**src/rtl/core/tcw_pkg.sv**
```systemverilog
// ----------------------------------------------------------------------------
// tcw_pkg: text console writer shared definitions
// Field widths, character codes, register indexes and the command word that
// the front end hands to the back end through the queue.
// ----------------------------------------------------------------------------
package tcw_pkg;

    localparam int COLUMNS_DEF = 80;
    localparam int ROWS_DEF    = 25;

    localparam int FUNC_W  = 2;
    localparam int CHAR_W  = 8;
    localparam int ROWF_W  = 5;
    localparam int COLF_W  = 7;
    localparam int COLOR_W = 4;
    localparam int CELL_W  = 16;

    localparam int S_TDATA_W = 24;
    localparam int M_TDATA_W = 32;

    localparam int CFG_IDX_W  = 8;
    localparam int CFG_DATA_W = 8;

    localparam int QDEPTH   = 4;
    localparam int TAB_STEP = 4;

    localparam logic [FUNC_W-1:0] FN_PUT   = 2'd0;
    localparam logic [FUNC_W-1:0] FN_CLEAR = 2'd1;
    localparam logic [FUNC_W-1:0] FN_READ  = 2'd2;

    localparam logic [CHAR_W-1:0] CH_TAB     = 8'd9;
    localparam logic [CHAR_W-1:0] CH_NEWLINE = 8'd10;
    localparam logic [CHAR_W-1:0] CH_RETURN  = 8'd13;
    localparam logic [CHAR_W-1:0] CH_SPACE   = 8'd32;

    localparam logic [CFG_IDX_W-1:0] REG_FG = 8'd0;
    localparam logic [CFG_IDX_W-1:0] REG_BG = 8'd1;

    localparam logic [COLOR_W-1:0] FG_RESET = 4'd15;
    localparam logic [COLOR_W-1:0] BG_RESET = 4'd0;

    typedef enum logic [2:0] {
        K_PUT,
        K_NEWLINE,
        K_RETURN,
        K_TAB,
        K_CLEAR,
        K_READ,
        K_NOP
    } t_kind;

    typedef struct packed {
        t_kind              kind;
        logic [CHAR_W-1:0]  ch;
        logic [ROWF_W-1:0]  row;
        logic [COLF_W-1:0]  col;
        logic               rd_ok;
    } t_cmd;

endpackage

```
**src/rtl/core/tcw_front.sv**
```systemverilog
// ----------------------------------------------------------------------------
// tcw_front: input word decode
// Takes input words, sorts them into command kinds, range-checks read
// coordinates and pushes the result into the command queue.
// ----------------------------------------------------------------------------
module tcw_front import tcw_pkg::*; #(
    parameter int COLUMNS = COLUMNS_DEF,
    parameter int ROWS    = ROWS_DEF
) (
    input  logic                 i_s_tvalid,
    output logic                 o_s_tready,
    input  logic [S_TDATA_W-1:0] i_s_tdata,
    input  logic [FUNC_W-1:0]    i_s_tuser,
    input  logic                 i_init_busy,
    input  logic                 i_q_full,
    output logic                 o_q_push,
    output t_cmd                 o_q_cmd
);

    logic [CHAR_W-1:0] w_ch;
    logic [ROWF_W-1:0] w_row;
    logic [COLF_W-1:0] w_col;

    assign w_ch  = i_s_tdata[7:0];
    assign w_row = i_s_tdata[12:8];
    assign w_col = i_s_tdata[19:13];

    always_comb begin
        o_q_cmd.ch    = w_ch;
        o_q_cmd.row   = w_row;
        o_q_cmd.col   = w_col;
        o_q_cmd.rd_ok = (int'(w_row) < ROWS) && (int'(w_col) < COLUMNS);
        unique case (i_s_tuser)
            FN_PUT: begin
                priority if (w_ch == CH_NEWLINE) o_q_cmd.kind = K_NEWLINE;
                else if (w_ch == CH_RETURN)      o_q_cmd.kind = K_RETURN;
                else if (w_ch == CH_TAB)         o_q_cmd.kind = K_TAB;
                else                             o_q_cmd.kind = K_PUT;
            end
            FN_CLEAR: o_q_cmd.kind = K_CLEAR;
            FN_READ:  o_q_cmd.kind = K_READ;
            default:  o_q_cmd.kind = K_NOP;
        endcase
    end

    assign o_s_tready = !i_q_full && !i_init_busy;
    assign o_q_push   = i_s_tvalid && o_s_tready;

endmodule

```
**config.mk**
```make
export PLATFORM = sky130hd
export DESIGN_NAME = tcw_front
export DESIGN_NICKNAME = d
export VERILOG_FILES = /design/src/rtl/core/tcw_pkg.sv /design/src/rtl/core/tcw_front.sv
export SDC_FILE = /design/constraint.sdc
export NUM_CORES = 1
export LEC_CHECK = 0
export BUFFER_PORTS_ARGS = -buffer_cell sky130_fd_sc_hd__buf_2
export CORE_AREA = 2 2 39 41
export DETAILED_ROUTE_END_ITERATION = 8
export DIE_AREA = 0 0 41 43
export PLACE_DENSITY = 0.69
export SYNTH_ARGS = -nofsm -noshare
export SYNTH_HDL_FRONTEND = slang
export SYNTH_SLANG_ARGS = --single-unit
```
**constraint.sdc**
```tcl
create_clock -name vclk -period 0.8
set_input_delay 0.08 -clock vclk [all_inputs]
set_output_delay 0.08 -clock vclk [all_outputs]
set_load 0.01 [all_outputs]
```
* After elaboration in Yosys (flattened, before gate mapping)
Index checks and enable logic that the tools add are counted.
** Storage, ports and cells
- RAM bits :: 0
- Bits in read-only memories :: 0
- Bits in latches :: 0
- Flip-flop bits (word level) :: 0
- Memories kept :: 0
- Bits of input ports :: 29
- Output and inout port bits :: 26
** Operators by class
- Magnitude comparators :: 2
- Reduce and logical (&&, ||, !) cells :: 6
- Mux-type cells :: 4
- Shift-type cells :: 0
- Divide/modulo/power cells :: 0
- Bitwise operators :: 0
- Add/sub/neg operators :: 0
- Multiply operators :: 0
- Equality and inequality tests :: 5
** Operator list (count)
- 8-bit by 4-bit == test with 1-bit output, second input constant :: 3
- 3-bit case mux with 3 select lines :: 1
- 7-bit < comparator, second input constant :: 1
- 2-bit two-way mux :: 3
- 5-bit < comparator, second input constant :: 1
- 1-bit logical AND :: 3
- 2-bit by 1-bit == test with 1-bit output, second input constant :: 1
- 2-bit == test, second input constant :: 1
- 1-bit logical NOT :: 2
- 2-bit logical NOT :: 1

* Depth between registers and ports, before layout
- Word-level depth :: 5
- Gate-level depth with buffers :: 4
- Mapped depth without buffers :: 4

* Worst setup path before layout
Ideal clock, no wire load.
- Path type :: input port to output port
- From :: input port i_s_tdata[5]
- To :: output port o_q_cmd[22] (netlist name)
- Data arrival time :: 0.742 ns
- Stages on the path :: 3
- Required time :: 0.720 ns
- Path slack :: -0.022 ns
- Cells stage by stage :: nor4_2 -> nand3_1 -> o32ai_2
** RTL lines
- from (decl) :: line tcw_front.sv:12 : input logic [S_TDATA_W-1:0] i_s_tdata,
- to (decl) :: line tcw_front.sv:17 : output t_cmd o_q_cmd

==> reports/results.ini <==
[sta]
period_share_pct=126.4
period_needed_ns=1.011
rsz0062_at_grt=yes
slew_headroom_pct=86.71
fin_ws_ns=-0.2113
slew_violations=0
finalSetupViolCount=2
worst_pin_slew_ns=0.1979
max_freq_mhz=988.8
hold_viol_final=0

[routing]
drt_iter0_drc=0
firstDrtPassIters=1
num_vias=347
remaining_drc_errors=0
wl_per_cell_um=9.854
antenna_left=0
vias_per_cell=4.232
wirelength_um=808

[run_status]
status=finished with violations
failed_checks=setup timing

[floorplanning]
dieArea_um2=1763
pin_count=55
std_cell_rows=14
start_util_pct=20.34
core_um2=1384
die_y_um=43
die_x_um=41

[pwr]
peakVddDrop_mv=0.1900
p_leak_nw=0.2694
powerDensity_nw_per_um2=538.9
p_total_mw=0.2589

[global_route]
antenna_found_initial=0
gr-usage-all-layers_pct=7.393
grt_pass1_wl_um=959
grt_start_max_net_pins=3
grt_overflow=0
grt_pass1_vias=263

[critical_path]
critPathLaunchType=input pin
worstPathArrival_ns=0.93
critical-path-top-delay-family=simple AND/OR/NAND/NOR gates
crit_chain=buf_2, nor4_4, nand3_2, o32ai_2, buf_2
end_kind=output pin
critPathRequiredTime_ns=0.72
slowest_stage=nor4_4
crit_type=in2out
crit_path_frequent_cell=buf_2
cp_num_buf_inv=2
cpPeakStageDelay_ns=0.25
startpoint=i_s_tdata[4]
crit_fanout=2

[finish]
drive_above_1_share_pct=84.85
num_antenna_cells=0
postLayoutCellArea_um2=480.5
finish.utilization_pct=34.72
final.clkbuf_count=0
final_cell_mix=37 x buf_2, 6 x buf_6, 6 x buf_4
regArea_um2=0
final_nets=99
final_common_cell=buf_2
multi_input_area_um2=147.6
fillers=144
syn_to_final_growth_pct=70.67
seq_cells=0

[run]
cap_violations=0

[cts]
hold_buffers=0
post-cts-setup-buffer-count=0

[min_path]
hold_start=i_s_tdata[16]
hp-class=in2out

[yosys]
syn-mean-instance-area_um2=7.609
seq_area_frac_synth_pct=0
synth_cell_types=13
synth_fp_nets=68
syn_inst=37
synth_area_um2=281.5
ys_warn_count=0

[place]
portBuffers=43
dpl_cell_area_um2=411.6
hpwl_um=714.1
place.gp.congestion=0.6456

==> power by group <==
group          switching, mW  total, mW  internal (mW)
sequential                 0          0              0
clock                      0          0              0
combinational          0.116      0.259          0.143
==> path summary, 6_finish.rpt <==
| check | endpoint | slack, ns | cells past startpoint |
|---|---|---|---|
| max | o_q_cmd[22] | -0.21 | 5 |
| min | o_q_cmd[4] | 0.16 | 0 |
==> timing repair <==
item                       CTS  global route
resized for setup            4             9
setup endpoints to repair    3             4
pin swaps                    1             4
gates cloned                 0             0
==> Yosys cell counts (all sizes together) <==
| library cell | count | area share [%] |
|---|---|---|
| and2 | 2 | 4.4 |
| inv | 4 | 5.3 |
| o32ai | 1 | 5.8 |
| o311ai | 1 | 3.1 |
| xnor2 | 1 | 3.1 |
| ha | 2 | 8.9 |
| nand3 | 1 | 1.8 |
| buf | 20 | 53 |
| nor2 | 1 | 1.3 |
| o21ai | 1 | 1.8 |
| or3 | 1 | 2.2 |
| o22ai | 1 | 4.4 |
| nor4 | 1 | 4.4 |
==> metrics by stage <==
step                 TNS, ns  cells  hold slack [ns]  worst slack, ns
floorplan           -0.02175     37           0.2075         -0.02175
global placement     -0.4655     82           0.1601          -0.2289
detailed placement   -0.4686     82           0.1601          -0.2561
CTS                  -0.3821     82           0.1601          -0.2381
global route         -0.4712     82           0.1600          -0.2831
finish               -0.3564     82           0.1600          -0.2113
==> logic make-up after synthesis <==
logic type / share of synthesized area [%]
XOR/XNOR: 3.112
buffers and inverters: 58.66
AND/OR/NAND/NOR: 14.22
adder cells (fa/ha/maj): 8.887
AO/OA/AOI/OAI: 15.11
==> final cells by class <==
class,count,share of cell area [%]
inverter,4,3.125
multi-input combinational,13,30.73
tap,16,4.167
timing repair buffer,49,61.98
==> per-layer routing <==
metal / global-route usage, % / vias up / share of wire (%) / wire (µm)
met3: 0 / 4 / 21 / 171
met1: 8.544 / 141 / 37 / 299
met2: 14.06 / 43 / 40 / 327
met5: 0 / - / 0 / 0
li1: - / 159 / - / -
met4: 1.333 / 0 / 1.1 / 9
(Power assumes the default switching activity.)
