===== config.mk =====
export PLATFORM = sky130hd
export DESIGN_NAME = tcw_fifo
export DESIGN_NICKNAME = d
export VERILOG_FILES = /design/src/rtl/core/tcw_pkg.sv /design/src/rtl/core/tcw_fifo.sv
export SDC_FILE = /design/constraint.sdc
export NUM_CORES = 1
export LEC_CHECK = 0
export ABC_AREA = 0
export BUFFER_PORTS_ARGS = -buffer_cell sky130_fd_sc_hd__buf_4
export CAP_MARGIN = 10
export CORE_ASPECT_RATIO = 1.75
export CORE_MARGIN = 2
export CORE_UTILIZATION = 30
export CTS_CLUSTER_SIZE = 20
export DETAILED_ROUTE_END_ITERATION = 12
export PLACE_DENSITY = 0.45
export SKIP_CTS_REPAIR_TIMING = 1
export SYNTH_ARGS = -nofsm -noshare
export SYNTH_HDL_FRONTEND = slang
export SYNTH_SLANG_ARGS = --single-unit

===== constraint.sdc =====
create_clock -name i_clk -period 2.1 [get_ports i_clk]
set_input_delay 0.21 -clock i_clk [delete_from_list [all_inputs] [get_ports i_clk]]
set_output_delay 0.21 -clock i_clk [all_outputs]
set_load 0.005 [all_outputs]

===== src/rtl/core/tcw_pkg.sv =====
// ----------------------------------------------------------------------------
// tcw_pkg: text console writer shared definitions
// Field widths, character codes, register indexes and the command word that
// the front end hands to the back end through the queue.
// ----------------------------------------------------------------------------
package tcw_pkg;

    localparam int COLUMNS_DEF = 80;
    localparam int ROWS_DEF    = 25;

    localparam int FUNC_W  = 2;
    localparam int CHAR_W  = 8;
    localparam int ROWF_W  = 5;
    localparam int COLF_W  = 7;
    localparam int COLOR_W = 4;
    localparam int CELL_W  = 16;

    localparam int S_TDATA_W = 24;
    localparam int M_TDATA_W = 32;

    localparam int CFG_IDX_W  = 8;
    localparam int CFG_DATA_W = 8;

    localparam int QDEPTH   = 4;
    localparam int TAB_STEP = 4;

    localparam logic [FUNC_W-1:0] FN_PUT   = 2'd0;
    localparam logic [FUNC_W-1:0] FN_CLEAR = 2'd1;
    localparam logic [FUNC_W-1:0] FN_READ  = 2'd2;

    localparam logic [CHAR_W-1:0] CH_TAB     = 8'd9;
    localparam logic [CHAR_W-1:0] CH_NEWLINE = 8'd10;
    localparam logic [CHAR_W-1:0] CH_RETURN  = 8'd13;
    localparam logic [CHAR_W-1:0] CH_SPACE   = 8'd32;

    localparam logic [CFG_IDX_W-1:0] REG_FG = 8'd0;
    localparam logic [CFG_IDX_W-1:0] REG_BG = 8'd1;

    localparam logic [COLOR_W-1:0] FG_RESET = 4'd15;
    localparam logic [COLOR_W-1:0] BG_RESET = 4'd0;

    typedef enum logic [2:0] {
        K_PUT,
        K_NEWLINE,
        K_RETURN,
        K_TAB,
        K_CLEAR,
        K_READ,
        K_NOP
    } t_kind;

    typedef struct packed {
        t_kind              kind;
        logic [CHAR_W-1:0]  ch;
        logic [ROWF_W-1:0]  row;
        logic [COLF_W-1:0]  col;
        logic               rd_ok;
    } t_cmd;

endpackage


===== src/rtl/core/tcw_fifo.sv =====
// ----------------------------------------------------------------------------
// tcw_fifo: command queue
// Short queue of decoded commands between the front and back ends.
// ----------------------------------------------------------------------------
module tcw_fifo import tcw_pkg::*; (
    input  logic i_clk,
    input  logic i_rst_n,
    input  logic i_push,
    input  t_cmd i_cmd,
    output logic o_full,
    input  logic i_pop,
    output logic o_empty,
    output t_cmd o_head
);

    localparam int PTR_W = $clog2(QDEPTH);
    localparam int CNT_W = $clog2(QDEPTH + 1);

    t_cmd             r_q [QDEPTH];
    logic [PTR_W-1:0] r_wptr, n_wptr;
    logic [PTR_W-1:0] r_rptr, n_rptr;
    logic [CNT_W-1:0] r_count, n_count;

    always_comb begin
        n_wptr  = r_wptr;
        n_rptr  = r_rptr;
        n_count = r_count;
        if (i_push) begin
            n_wptr = r_wptr + PTR_W'(1);
        end
        if (i_pop) begin
            n_rptr = r_rptr + PTR_W'(1);
        end
        if (i_push && !i_pop) begin
            n_count = r_count + CNT_W'(1);
        end else if (!i_push && i_pop) begin
            n_count = r_count - CNT_W'(1);
        end
    end

    always_ff @(posedge i_clk) begin
        if (!i_rst_n) begin
            r_wptr  <= '0;
            r_rptr  <= '0;
            r_count <= '0;
        end else begin
            r_wptr  <= n_wptr;
            r_rptr  <= n_rptr;
            r_count <= n_count;
        end
    end

    always_ff @(posedge i_clk) begin
        if (i_push) begin
            r_q[r_wptr] <= i_cmd;
        end
    end

    assign o_full  = (r_count == CNT_W'(QDEPTH));
    assign o_empty = (r_count == '0);
    assign o_head  = r_q[r_rptr];

endmodule


# Word-level counts from Yosys, hierarchy flattened
# Memories as Yosys holds them, arrays and structs flattened. A register that Yosys moved wholly into a read port is not among the register bits.
# Cells that the tools add are included.
# totals
mem_count,1
register_bits,7
ram_bits,96
output_inout_bits,26
# mem_list
name,depth,width,rd,rd_clocked_by_memory_dff,write_ports,line_no,source
r_q,4,24,1,1,1,tcw_fifo.sv:19,t_cmd r_q [QDEPTH];
# classes
n_addsub,4
n_eq_ne,1
muxes,6
reduce_logical,6
# op_table
cell,count
3-bit 2-to-1 mux,2
2-bit by 1-bit adder with 2-bit output (second input constant),2
2-bit 2-to-1 mux,2
3-bit by 1-bit adder with 3-bit output (second input constant),1
3-bit equality test (second input constant),1
3-bit logical NOT,1
3-bit by 1-bit subtractor with 3-bit output (second input constant),1
1-bit logical AND,2
1-bit logical NOT,2
1-bit 2-to-1 mux,2
2-bit nonzero test,1

# Depth between registers and ports, before layout
# Gate-level depths: netlist (run 1).
# depth
depth_word,4
ltp_mapped,7
depth_no_buf,7

# Worst setup path before layout (run 1)
# Ideal clock, no wire load.
# synth_path
path_kind,register to register
startpoint,register r_wptr[0]
endpoint,memory r_q[2][0] (netlist bit) (enable)
t_arrival_ns,1.151
path_stages_with_launch,4
setup_slack_ns,0.566
setup_time_ns,0.383
t_required_ns,1.717
path_buffers,0
period_less_slack_ns,1.534
path_cell_list,dfxtp_1 inv_1 ha_1 and2_1
# synth_rtl
element,line_no,source
"start, declared",tcw_fifo.sv:20,"logic [PTR_W-1:0] r_wptr, n_wptr;"
"start signal, assigned",tcw_fifo.sv:47,r_wptr <= n_wptr;
"end, declared",tcw_fifo.sv:19,
# No word-level cell before the write port.

==> results.json, run 1 <==
{
  "period_share": 0.945,
  "die_area_um2": 14100,
  "drt_iter0_drc": 37,
  "first_global_vias": 1958,
  "rrSetupSlack_ns": 0.61,
  "period_needed_ns": 1.98,
  "fmax_mhz": 504,
  "syn_avg_cell_area_um2": 23.4,
  "rsz0062_at_grt": "false",
  "whs_path_depth": 1,
  "path_clk_slew_ns": 0.07,
  "grt_first_pass_wirelength_um": 11000,
  "hold_class": "input pin to flip-flop",
  "slowest_delay_ns": 0.54,
  "cts_max_level": 3,
  "p_clk_frac": 0.338,
  "synth-seq-area-share": 0.776,
  "yosysWarnings": 0,
  "netlist.area_leader.share": 0.730,
  "path_cells": "buf_4, mux4_2, buf_4",
  "slew_headroom": 0.728,
  "die_height_um": 156,
  "synth_area_um2": 3950,
  "final_core_utilization": 0.375,
  "cts_made_buffers": 9,
  "antenna_found_initial": 0,
  "drv_cap": 0,
  "end_kind": "output port",
  "worstMarginPinSlew_ns": 0.408,
  "vias_per_cell": 4.40,
  "pin_count": 54,
  "ir_worst_vdd_mv": 0.370,
  "grt_max_degree": 25,
  "status": "complete, no violations",
  "clk_latency_ns": 0.34,
  "skew_ns": 0.00499,
  "p_sw_frac": 0.208,
  "drt_wl_total_um": 7100,
  "grt_overflow_total": 0,
  "finalHoldViolations": 0,
  "track_usage": 0.107,
  "hold_path_end": "r_q[1][20]$_DFFE_PP_",
  "p_int_uw": 3510,
  "dr.pass1.iters": 3,
  "switchingPower_uw": 920,
  "start_util": 0.307,
  "num_vias": 1802,
  "yosys-top-cells-area": "edfxtp_1 73%, mux4_2 11%, dfxtp_1 4.6%",
  "power_leakage_uw": 0.00165,
  "r2r_end": "r_count[2]$_SDFFE_PN0P_",
  "startpoint_type": "flip-flop",
  "cts_sinks": 105,
  "r2r_cells": 4,
  "root_buffer": "clkbuf_16",
  "setup_viol": 0,
  "worstReg2RegStart": "r_count[0]$_SDFFE_PN0P_",
  "port_buffers": 53,
  "path_common_cell": "buf_4",
  "path_class": "flip-flop to output port",
  "area_growth_pct": 22.3,
  "coreArea_um2": 12900,
  "cellPowerDensity_nw_per_um2": 917,
  "die_w_um": 90.7,
  "cp_slowest_cell": "mux4_2",
  "cts_tree": "yes",
  "rows": 55,
  "gp_congestion": 0.670,
  "hold_start": "i_cmd[20]",
  "wl_per_cell_um": 17.3,
  "antenna_cells": 0,
  "drive_above_1_share": 0.393,
  "cp.arrival_ns": 1.77,
  "antenna_left": 0,
  "report.final.slew_viol_count": 0,
  "critPathRequiredTime_ns": 1.89,
  "syn-num-nets": 203,
  "place_hpwl_um": 4530,
  "crit_fanout": 10,
  "clk_path_buf_depth": 2,
  "yosysUniqueCellTypes": 22,
  "syn_inst": 169,
  "synth.ff_latch_count": 105,
  "p_comb_frac": 0.112,
  "seqPwrFrac": 0.550,
  "yosysTopAreaCell": "edfxtp_1",
  "finalSetupTns_ns": 0,
  "final_nets": 268,
  "drc": 0
}
-- cell usage after synthesis --
| library cell | n |
|---|---|
| a21boi_0 | 1 |
| and2_1 | 9 |
| buf_12 | 2 |
| buf_2 | 2 |
| buf_6 | 1 |
| clkbuf_1 | 1 |
| dfxtp_1 | 9 |
| edfxtp_1 | 96 |
| fa_1 | 1 |
| ha_1 | 5 |
| inv_1 | 4 |
| mux2i_1 | 2 |
| mux4_1 | 4 |
| mux4_2 | 20 |
| nand2_1 | 1 |
| nor2b_1 | 2 |
| nor3_1 | 1 |
| nor3b_1 | 1 |
| o21ai_0 | 1 |
| or3_1 | 1 |
| xnor2_1 | 2 |
| xor2_1 | 3 |
-- kinds of logic after synthesis --
kind of cell             share of synthesized area
flip-flops                                   0.776
adder cells (fa/ha/maj)                     0.0209
multiplexers                                 0.146
AO/OA/AOI/OAI                              0.00317
buffers and inverters                       0.0203
XOR/XNOR                                    0.0111
AND/OR/NAND/NOR                             0.0231
-- worst max-delay path: cells and delay by family, from the launching register on --
kind     cells  cell delay, ns
buf+inv      2            0.43
flops        1            0.46
mux          1            0.54
-- worst max-delay path by stage --
stage / startpoint / slack (ns) / end
after floorplan: r_wptr[0]$_SDFFE_PN0P_ / 0.57 / r_q[2][0]$_DFFE_PP_
after global placement: i_pop / 0.42 / r_count[2]$_SDFFE_PN0P_
after detailed placement: i_pop / 0.40 / r_count[2]$_SDFFE_PN0P_
after CTS: flip-flop / 0.07 / o_head[12]
after global routing: flip-flop / 0.02 / o_head[14]
final: flip-flop / 0.12 / o_head[12]
-- sequential cells by signal, indices dropped and copies added, names as in the netlist, named ones only --
signal   count
r_q         96
r_count      3
r_rptr       2
r_wptr       2
-- cell type report --
type / count / area [um2]
fill: 1201 / 8040
sequential: 105 / 3060
multi-input combinational: 54 / 806
timing repair buffer: 60 / 463
clock buffer: 13 / 250
tap: 171 / 214
clock inverter: 3 / 17.5
inverter: 4 / 15.0
-- cells in the final DEF (no fill, tap or decap), drive strengths merged, types with 2 or more instances in the layout --
cell type	instances
clkinv	2
edfxtp	96
inv	4
mux4	24
xor2	3
and2	9
nor2b	2
ha	5
clkbuf	13
mux2i	2
dfxtp	9
buf	60
xnor2	2
-- power groups by stage --
stage	Sequential (uW)	Combinational, uW	Clock, uW
after floorplan	2470	273	0
after global placement	2480	513	0
after detailed placement	2480	516	0
after CTS	2440	518	1560
after global routing	2450	549	1630
final	2440	496	1500
-- layer usage --
| layer | up-vias | GRT usage | wire length [um] |
|---|---|---|---|
| met5 | - | 0 | 0 |
| met4 | 0 | 0.0484 | 112 |
| met3 | 10 | 0.0343 | 353 |
| met2 | 39 | 0.196 | 4060 |
| met1 | 939 | 0.109 | 2580 |
| li1 | 814 | - | - |
-- stage by stage --
| stage | setup slack, ns | total power, uW | area (um2) | std cells | hold WS, ns |
|---|---|---|---|---|---|
| floorplan | 0.566 | 2740 | 3950 | 169 | 0.309 |
| global placement | 0.424 | 3000 | 4560 | 394 | 0.412 |
| detailed placement | 0.399 | 3000 | 4560 | 394 | 0.415 |
| CTS | 0.0674 | 4520 | 4830 | 410 | 0.0552 |
| global route | 0.0194 | 4630 | 4830 | 410 | 0.0522 |
| finish | 0.115 | 4430 | 4830 | 410 | 0.0671 |
Power figures use the tool's default switching activity.
==> inputs of run 2 (changes only) <==
CELL_PAD_IN_SITES_DETAIL_PLACEMENT = 0   (was unset)
CELL_PAD_IN_SITES_GLOBAL_PLACEMENT = 2   (was unset)
PLACE_DENSITY = 0.55   (was 0.45)
clock period = 2.57 ns   (was 2.1 ns; I/O delays follow)
==> results.json, run 2 (same netlist as run 1, synthesis figures left out) <==
{
  "reg.largest.list": "r_q: 96 flops, r_count: 3 flops",
  "rrSetupSlack_ns": 1.08,
  "critPathRequiredTime_ns": 2.31,
  "cts_tree": "yes",
  "dp.cells": 395,
  "drc": 0,
  "critPathBufInv": 2,
  "gr-usage-met1": 0.111,
  "slew_headroom": 0.729,
  "grt_first_pass_wirelength_um": 11300,
  "drive_above_1_share": 0.408,
  "num_vias": 1759,
  "finalHoldViolations": 0,
  "startpoint_type": "flip-flop",
  "hold_start": "i_cmd[15]",
  "period_share": 0.794,
  "track_usage": 0.110,
  "rsz0062_at_grt": "false",
  "final_cells": 411,
  "wl_per_cell_um": 17.6,
  "die_w_um": 90.7,
  "busiest_layer": "met2",
  "r2r_cells": 4,
  "fmax_mhz": 490,
  "whs_path_depth": 1,
  "cts_made_buffers": 9,
  "grt_util_met2": 0.206,
  "port_buffers": 53,
  "clk_latency_ns": 0.34,
  "cp.arrival_ns": 1.78,
  "layout_commonest_cell": "edfxtp_1",
  "start_util": 0.307,
  "first_global_vias": 2008,
  "cts_max_level": 3,
  "worstReg2RegStart": "r_count[0]$_SDFFE_PN0P_",
  "antenna_cells": 0,
  "dr.pass1.iters": 4,
  "r2r_end": "r_count[2]$_SDFFE_PN0P_",
  "drt_iter0_drc": 80,
  "grt_overflow_total": 0,
  "power_leakage_uw": 0.00168,
  "path_cells": "buf_4, mux4_2, buf_4",
  "drv_cap": 0,
  "path_clk_slew_ns": 0.07,
  "die_height_um": 156,
  "period_needed_ns": 2.04,
  "end_kind": "output port",
  "grt_max_degree": 25,
  "worstMarginPinSlew_ns": 0.407,
  "regMostFlops": "r_q",
  "status": "complete, no violations",
  "antenna_left": 0,
  "vias_per_cell": 4.28,
  "crit_fanout": 11,
  "hold-worst-slack_ns": 0.111,
  "setup_viol": 0,
  "gp_congestion": 0.640,
  "finalWorstSetupSlack_ns": 0.531,
  "post-place-ws_ns": 0.818,
  "final_cell_mix": "96 x edfxtp_1, 61 x buf_4, 20 x mux4_2",
  "slowest_delay_ns": 0.53,
  "root_buffer": "clkbuf_16",
  "path_common_cell": "buf_4",
  "pin_count": 54,
  "skew_ns": 0.00511,
  "die_area_um2": 14100,
  "ir_worst_vdd_mv": 0.383,
  "grtUsageMet3": 0.0309,
  "hold_class": "input pin to flip-flop",
  "antenna_found_initial": 0,
  "hold_path_end": "r_q[2][15]$_DFFE_PP_",
  "coreArea_um2": 12900,
  "report.final.slew_viol_count": 0,
  "rows": 55,
  "clk_path_buf_depth": 2,
  "cp_slowest_cell": "mux4_2",
  "finalSetupTns_ns": 0,
  "area_growth_pct": 23.2,
  "path_class": "flip-flop to output port",
  "drt_wl_total_um": 7220,
  "largest_reg_flops": 96,
  "final_nets": 269,
  "fillers": 1185,
  "cpLargestDelayFamily": "multiplexers",
  "cts_sinks": 105,
  "place_hpwl_um": 4740,
  "cellPowerDensity_nw_per_um2": 777
}
-- run 2: per-stage QoR --
step	power, uW	cell area (um2)	utilization
after floorplan	2240	3950	-
after global placement	2450	4560	0.354
after detailed placement	2450	4560	0.354
after CTS	3850	4860	0.378
after global routing	3960	4860	0.378
final	3780	4860	0.378
-- run 2: worst max path at each step --
stage                                start                       to  slack [ns]  cells past startpoint
finish                           flip-flop               o_head[17]        0.53                      3
global route                     flip-flop               o_head[14]        0.40                      3
CTS                              flip-flop               o_head[17]        0.46                      3
detailed placement                   i_pop  r_count[2]$_SDFFE_PN0P_        0.82                      8
global placement                     i_pop  r_count[2]$_SDFFE_PN0P_        0.83                      8
floorplan           r_wptr[0]$_SDFFE_PN0P_      r_q[2][0]$_DFFE_PP_        1.04                      3
-- run 2: routing by layer --
layer  up-vias  share of wire
met5         -              0
met3         9          0.042
met2        39           0.59
li1        822              -
met1       889           0.35
met4         0          0.016
-- run 2: power by group --
group / switching (uW) / internal [uW]
Sequential: 35.2 / 1960
Clock: 615 / 772
Combinational: 174 / 228
Total: 825 / 2960
-- run 2: worst register-to-register path, delay by kind of cell (launching register included) --
family | cells | cell delay [ns]
compound gates | 1 | 0.15
flops | 1 | 0.36
fa+ha+maj | 1 | 0.44
simple gates | 1 | 0.29
xor+xnor | 1 | 0.18
-- run 2: final cells by class --
type                            instances  area (um2)  share of cell area
Tap cell                              171         214              0.0440
Clock inverter                          7        82.6              0.0170
Multi-Input combinational cell         54         806               0.166
Sequential cell                       105        3060               0.630
Inverter                                4        15.0             0.00309
Clock buffer                            9         225              0.0463
Timing Repair Buffer                   61         458              0.0941
